### config.mk
export PLATFORM = sky130hd
export DESIGN_NAME = rts_ram
export DESIGN_NICKNAME = d
export VERILOG_FILES = /design/src/rtl/rts_ram.sv
export SDC_FILE = /design/constraint.sdc
export NUM_CORES = 2
export LEC_CHECK = 0
export BUFFER_PORTS_ARGS = -buffer_cell sky130_fd_sc_hd__buf_2
export CORE_ASPECT_RATIO = 1.75
export CORE_MARGIN = 1
export CORE_UTILIZATION = 35
export CTS_CLUSTER_SIZE = 10
export DETAILED_ROUTE_END_ITERATION = 8
export SLEW_MARGIN = 15
export SYNTH_ARGS = -nofsm -noshare
export SYNTH_HDL_FRONTEND = slang
export SYNTH_SLANG_ARGS = --single-unit
### constraint.sdc
create_clock -name clk -period 7.35 [get_ports clk]
set_clock_uncertainty 0.05 [all_clocks]
set_input_delay 1.47 -clock clk [delete_from_list [all_inputs] [get_ports clk]]
set_output_delay 1.47 -clock clk [all_outputs]
set_load 0.03 [all_outputs]
### src/rtl/rts_ram.sv
// Generic single-port-write, single-port-read RAM with registered read.
`timescale 1ns / 1ps
module rts_ram #(
	parameter int WIDTH = 48,
	parameter int DEPTH = 64
) (
	input  logic                     clk,
	input  logic                     we,
	input  logic [$clog2(DEPTH)-1:0] waddr,
	input  logic [WIDTH-1:0]         wdata,
	input  logic [$clog2(DEPTH)-1:0] raddr,
	output logic [WIDTH-1:0]         rdata
);
	logic [WIDTH-1:0] mem [DEPTH];
	always_ff @(posedge clk) begin
		if (we) begin
			mem[waddr] <= wdata;
		end
		rdata <= mem[raddr];
	end
endmodule

==> run metrics <==
hold path start mem[58][33]$_DFFE_PP_; Final Net Count 5380; input/output buffers 109; sequential area share after synthesis 0.796; EDFF count, synth 3072; final hold vios 0; final wirelength 325000 um; outcome completed; relative slew slack 0.129; Worst-Margin Slew 1310 ps; core area 332000 um2; CP Launch Type primary input; IO Pins 110; Avg Inst Size Synth 23.6 um2; ys flop type edfxtp_1; post-route ant nets 0; Starting Density 0.352; first-pass GRT wire length 451000 um; Switch Pwr 0.00797 W; Area growth syn-to-layout 14.1%; Final Slew Violations 0; most frequent cells in the layout edfxtp_1 (3072), mux4_2 (754), clkbuf_16 (358); Syn Std Cell Area 117000 um2; RSZ-0062 raised after global routing no; Vias/cell 5.61; num rows 280; number of max-cap violations 0; Crit path arrival time 4810 ps; CTS Buf Count 354; Yosys top cell by area edfxtp_1; FF+latch count, synth 3120; H-tree level count 5; clock power share 0.418; Iter 0 DRT Violations 5805; router iterations before antenna repair 7; CP required 7980 ps; WL per Instance 33.0 um; Power Dens Cells 278 nW/um2; fmax 239 MHz; combinational share of power 0.049; drt drc 0; ranking of synthesized cells by area edfxtp_1 (79%), mux4_2 (14%), dfxtp_1 (0.82%); worst setup path start raddr[0]; Die Ht 767 um; Setup CP Type primary input to register; chip width 439 um; antenna violations before repair 29; Seq pwr share 0.533; CTS tree built; Yosys cell types 36; Setup Viol. Count Final 0; Leak 40.8 nW; Post-CTS Setup Bufs 0; final critical-path share of the clock period 0.569; Async SR Flop Fraction 0; sw frac 0.214; most common cell after layout, fill and taps aside edfxtp_1; PostCTS Resize Cnt 0; Final Critical Period 4180 ps; Clock Tree Root clkbuf_16; Post-Syn Nets 5032; non-filler instance count after layout 9869; internal power 0.0292 W; cell count after synthesis 4970; vias in the first global route 58000; hold buffers post-CTS 0; Critical R2R Launch mem[27][6]$_DFFE_PP_; CTS sink cnt 3120; Clk pin slew, worst setup/hold paths 60 ps; gr usage total 0.191; Vias 55400; CP Capture Type register; final RePlAce weighted congestion 0.796; DP Wirelength 188000 um; Synth Warn # 0; area of the die 337000 um2; clk_lat worst skew 900 ps; worst hold path type register to register; share of the synthesized area in the top cell type 0.788; GRT overflow 0; worst hold slack 723 ps; setup_tns 0 ps; maximum VDD drop 195 uV; layout cell share with drive strength beyond 1 0.274; CTS max path bufs 4; largest net degree at the start of global routing 136; crit-path max FO 64; placed instance count 9327
cells by family after synthesis:
group | share of synthesized area
simple gates | 0.00957
compound gates | 0.0302
flops | 0.796
mux | 0.152
buf+inv | 0.0128
flip-flops by register name (all words and copies together), names as in the netlist:
| signal | cells |
|---|---|
| mem | 3072 |
| rdata | 48 |
final cells by class:
| class | count | area (um2) |
|---|---|---|
| antenna | 18 | 45.0 |
| clock buffer | 499 | 9490 |
| clock inverter | 19 | 253 |
| fill | 28600 | 199000 |
| multi-input combinational | 1568 | 22900 |
| sequential | 3120 | 93200 |
| tap | 4371 | 5470 |
| timing repair buffer | 274 | 2170 |
power groups by stage:
stage	combinational, W	sequential, W	clock, W
floorplan	0.000941	0.0202	0
global placement	0.00180	0.0202	0
detailed placement	0.00183	0.0202	0
CTS	0.00183	0.0198	0.0158
global route	0.00190	0.0198	0.0164
finish	0.00181	0.0198	0.0155
synthesized netlist by cell type, types with 3 or more instances:
cell type and number:
nor2b_1 24, or2_2 3, a311oi_1 11, a31o_2 5
o22ai_1 122, a22oi_1 72, a211oi_1 32, o221ai_1 28
a22o_1 57, buf_2 98, nand2_1 55, a21oi_1 74
clkbuf_1 98, a221oi_1 83, buf_6 11, dfxtp_1 48
mux4_2 754, edfxtp_1 3072, nand3b_1 5, buf_4 62
mux2_2 12, and2_1 3, nand2b_1 10, or3b_2 4
nand3_1 7, nor2_1 132, or3_1 3, nor3_1 3
mux2i_1 63, buf_1 12
per-stage QoR:
step	utilization	total power [W]	area, um2	setup slack (ps)
detailed placement	0.372	0.0220	124000	2320
floorplan	-	0.0211	117000	1550
global route	0.402	0.0381	134000	3160
finish	0.402	0.0372	134000	3170
global placement	0.372	0.0220	124000	2340
CTS	0.401	0.0375	133000	3230
layer usage:
layer / vias up / track usage / wire length, um
li1: 22100 / - / -
met1: 30400 / 0.213 / 112000
met2: 2295 / 0.355 / 179000
met3: 608 / 0.0286 / 19500
met4: 12 / 0.0831 / 15200
met5: - / 0 / 75
worst max-delay path, cell delays in order:
cell      delay, ps
buf_12          430
buf_12          370
buf_4           360
mux4_2          550
a22o_1          250
a221oi_1       1000
a221oi_1        220
path summary, 6_finish.rpt:
path	to	slack (ps)	cells past startpoint
min reg2reg	rdata[33]$_DFF_P_	720	4
max reg2reg	rdata[6]$_DFF_P_	4780	4
min	rdata[33]$_DFF_P_	720	4
max	rdata[6]$_DFF_P_	3170	7
No activity file was read; power rests on OpenSTA's default activity.
