==> config.mk <==
export PLATFORM = sky130hd
export DESIGN_NAME = rts_isqrt
export DESIGN_NICKNAME = d
export VERILOG_FILES = /design/src/rtl/rts_isqrt.sv
export SDC_FILE = /design/constraint.sdc
export NUM_CORES = 1
export LEC_CHECK = 0
export BUFFER_PORTS_ARGS = -buffer_cell sky130_fd_sc_hd__clkbuf_2
export CAP_MARGIN = 20
export CORE_MARGIN = 1.5
export CORE_UTILIZATION = 62
export DETAILED_ROUTE_END_ITERATION = 16
export GPL_ROUTABILITY_DRIVEN = 0
export PLACE_DENSITY = 0.79
export SYNTH_ARGS = -nofsm -noshare
export SYNTH_HDL_FRONTEND = slang
export SYNTH_SLANG_ARGS = --single-unit
==> constraint.sdc <==
create_clock -name clk -period 10.96 [get_ports clk]
set_input_delay 1.096 -clock clk [delete_from_list [all_inputs] [get_ports clk]]
set_output_delay 1.096 -clock clk [all_outputs]
set_load 0.01 [all_outputs]
==> src/rtl/rts_isqrt.sv <==
// Iterative 64-bit integer square root, one result bit per cycle.
`timescale 1ns / 1ps
module rts_isqrt (
	input  logic        clk,
	input  logic        arst_n,
	input  logic        start,
	input  logic [63:0] value,
	output logic        done,
	output logic [31:0] root
);
	logic [63:0] rem_q;
	logic [63:0] res_q;
	logic [63:0] bit_q;
	logic        busy_q;
	logic [63:0] trial;
	assign trial = res_q + bit_q;
	assign root  = res_q[31:0];
	always_ff @(posedge clk or negedge arst_n) begin
		if (!arst_n) begin
			busy_q <= 1'b0;
			done   <= 1'b0;
		end else begin
			done <= !start && busy_q && bit_q == 64'd0;
			if (start) begin
				busy_q <= 1'b1;
			end else if (busy_q && bit_q == 64'd0) begin
				busy_q <= 1'b0;
			end
		end
	end
	always_ff @(posedge clk) begin
		if (start) begin
			rem_q <= value;
			res_q <= 64'd0;
			bit_q <= 64'h4000_0000_0000_0000;
		end else if (busy_q && bit_q != 64'd0) begin
			if (rem_q >= trial) begin
				rem_q <= rem_q - trial;
				res_q <= (res_q >> 1) + bit_q;
			end else begin
				res_q <= res_q >> 1;
			end
			bit_q <= bit_q >> 2;
		end
	end
endmodule

==> metrics <==
GRT Util Overall=0.3315; Vert. Die Dim=roughly 160 µm; initial core utilization=0.6319; DR WL/cell=between 15 and 20 µm; skew final=roughly 16 ps; status=finished clean; DP Area=between 15000 and 20000 µm²; core area=23540 µm²; hold crit path type=primary input to asynchronous set/reset pin; H-tree depth=4; compound-cell area share of the yosys netlist=0.2749; CTS Buffer Depth=2; Switching Fraction=0.4564; Primary FF master, synth=dfxtp_1; # port buffers=a little under 100; Design Power=roughly 3.6 mW; share of the synthesized area in the top cell type=0.1292; Via-to-Cell Ratio=6.413; Crit path required time=~11000 ps; #FFs+latches synth=around 160; Mapped Area=14880 µm²; number of global-route vias before repair=between 10000 and 15000; RSZ-0062 raised after global routing=false; Netlist cell types=between 80 and 90; pin count of the biggest net entering global routing=93; total setup buffers inserted after CTS=0; mux contribution to synthesized area=0.006308; Final min period=6547 ps; Fmax=around 0.15 GHz; post-route ant nets=0; Lkg Pwr=~6.1 nW; layout cells sized above 1=0.1028; EDFF count, synth=64; Synth Area in Adders=0.1107; insertion delay to the later sink of the worst-skew pair=between 400 and 500 ps; die width=about 160 µm; post-detail-place hpwl=30920 µm; Synth Area in XOR/XNOR=0.1054; Worst-Margin Slew=1013 ps; cell area power density=around 230 nW/µm²; Synth area leaders=dfxtp_1 (13%), edfxtp_1 (13%), ha_1 (11%), nand2_1 (6.6%), o21ai_0 (5.8%); Rows=between 50 and 60; Setup TNS=0 ps; die footprint=24930 µm²; Post-synth ARST share=0.01235; initial drt markers=1219; part of the power in the clock network=0.174; # DRC=0; final hold violation count=0; internal power=1.961 mW; Yosys top cell by area=dfxtp_1; Avg Inst Size Synth=approximately 8 µm²; global route total overflow=0; Worst Setup Start Kind=register; max-cap check violation count=0; VDD IR-drop max=196.9 µV; Mapped Nets=2084; r2r worst-path depth=23; Filler Cells Inserted=between 2000 and 2500; antenna cells=0; CTS Root Cell=clkbuf_16; final slew viol count=0; Gate power share=0.570; antenna violations before repair=0; CTS Sinks=162; final instance area=between 15000 and 20000 µm²; Flop pwr share=0.256; post-CTS resize count=0; Vias=14200; area delta synth->final=6.190%; Synth Area in Simple Gates=0.1918; Crit. End Element=register; Mapped Cells=about 1900; clock transition at the registers of the reported paths=approximately 60 ps; cts bufs inserted=17; Seq/Total Area, Yosys=0.2617; largest family of logic cells by synthesized area=compound AO/OA/AOI/OAI gates; Worst EP arrival=~6600 ps; router iterations before antenna repair=7; final worst path period share=0.5973; Crit Path Max Fanout=92; io pins=100; Setup violations, final=0; Rel. slew slack=0.3246; YS warnings=0; drt total wl=41210 µm; critical path class=register to register; Final #Nets=~2100; hold buffers post-CTS=0; CTS tree=built; P_sw=between 1.5 and 2 mW; first-pass GRT wire length=~66000 µm
==> final cells by class <==
class                           count  area, µm²  share of cell area
Tap cell                          319      399.1             0.02527
Timing Repair Buffer              105      543.0             0.03437
Multi-Input combinational cell   1573      10270              0.6501
Clock buffer                       20      489.2             0.03097
Clock inverter                     12      112.6            0.007128
Inverter                           24      90.09            0.005703
Sequential cell                   162       3894              0.2465
==> cells in the final DEF (no fill, tap or decap), types with 20 or more instances in the layout <==
cell type | synthesis | final
ha_1 | 130 | 130
o21ai_1 | 22 | 22
nand3_1 | 32 | 32
clkbuf_2 | 4 | 98
nand4_1 | 32 | 32
a31oi_1 | 57 | 57
o21ai_0 | 173 | 172
nand2_1 | 260 | 260
xor2_1 | 92 | 92
nor2_1 | 137 | 137
xnor2_1 | 87 | 87
a31o_2 | 20 | 20
a21oi_1 | 138 | 138
nor2b_1 | 26 | 26
a21o_1 | 54 | 54
nor3_1 | 20 | 20
a22o_1 | 34 | 34
edfxtp_1 | 64 | 64
inv_1 | 24 | 24
dfxtp_1 | 96 | 96
o21bai_1 | 33 | 33
==> flip-flops by register name, indices dropped and copies added, names as in the netlist <==
name    flops
bit_q      32
done        1
rem_q      64
busy_q      1
res_q      64
==> cell usage after synthesis (5+ instances only) <==
| cell type | n |
|---|---|
| a21o_1 | 54 |
| nand2b_1 | 18 |
| ha_1 | 130 |
| xnor2_1 | 87 |
| a22o_1 | 34 |
| or2_2 | 5 |
| o31ai_1 | 8 |
| buf_2 | 14 |
| mux2i_1 | 6 |
| buf_4 | 36 |
| o211ai_1 | 5 |
| edfxtp_1 | 64 |
| and2_1 | 21 |
| nand4_1 | 32 |
| a211oi_1 | 9 |
| nand2_1 | 260 |
| nand3_1 | 32 |
| o22ai_1 | 9 |
| or3_1 | 8 |
| o21bai_1 | 33 |
| a31o_2 | 20 |
| nor2_1 | 137 |
| and3_1 | 17 |
| a21oi_1 | 138 |
| o21a_1 | 18 |
| xor2_1 | 92 |
| nor2b_1 | 26 |
| inv_1 | 24 |
| nor3_1 | 20 |
| o21ai_1 | 22 |
| o21ai_0 | 173 |
| a31oi_1 | 57 |
| dfxtp_1 | 96 |
| o211ai_2 | 5 |
| clkbuf_1 | 70 |
| nor4_1 | 14 |
==> power groups by stage <==
stage	Sequential, mW	Clock [mW]	Combinational, mW
after floorplan	0.911	0	1.63
after global placement	0.930	0	1.96
after detailed placement	0.932	0	2.00
after CTS	0.923	0.630	2.02
after global routing	0.936	0.655	2.27
final	0.925	0.628	2.06
==> metrics by stage <==
stage / setup slack, ps / std cells / utilization / hold WS [ps]
3_3_place_gp: 4718 / 2183 / 0.6455 / 469.8
6_report: 4413 / 2215 / 0.6710 / 426.7
3_5_place_dp: 4508 / 2183 / 0.6455 / 491.8
5_1_grt: 3968 / 2215 / 0.6710 / 423.2
2_1_floorplan: 1472 / 1886 / - / 454.5
4_1_cts: 4482 / 2215 / 0.6710 / 423.8
==> final timing paths <==
kind / from / to / slack, ps
worst max register to register: res_q[10] / rem_q[28] / 4410
worst min-delay path: arst_n / done / 430
min in group clk: res_q[0] / res_q[0] / 500
worst max-delay path: res_q[10] / rem_q[28] / 4410
worst min register to register: res_q[0] / res_q[0] / 500
max in group asynchronous: arst_n / busy_q / 10440
==> per-layer routing <==
metal,track usage,vias to the layer above,share of wire
li1,-,6851,-
met2,0.5599,595,0.47
met3,0.04900,130,0.063
met4,0.1752,0,0.051
met1,0.4080,6628,0.42
met5,0,-,0
==> logic make-up after synthesis <==
logic type | Yosys count
xor+xnor | 179
buf+inv | 151
simple gates | 616
mux | 9
flops | 162
compound gates | 638
fa+ha+maj | 131
==> critical path, cell delays in order, from the launching register on <==
cell and delay, ps:
dfxtp_1 480, ha_1 330, a31oi_1 270, nor2_1 90, a311oi_1 360, o31ai_1 150, a31oi_1 250, nor2_1 60
o21a_1 210, a21oi_1 130, nor2_1 50, o21ai_0 180, xor2_1 110, ha_1 430, nand4_1 200, or4_1 530
nor4_1 440, a21oi_1 80, nand2_1 100, o221ai_1 110, and2_2 210, buf_4 380, o21ai_4 230, buf_4 680
Note: power is estimated with default switching activity, not from simulation.
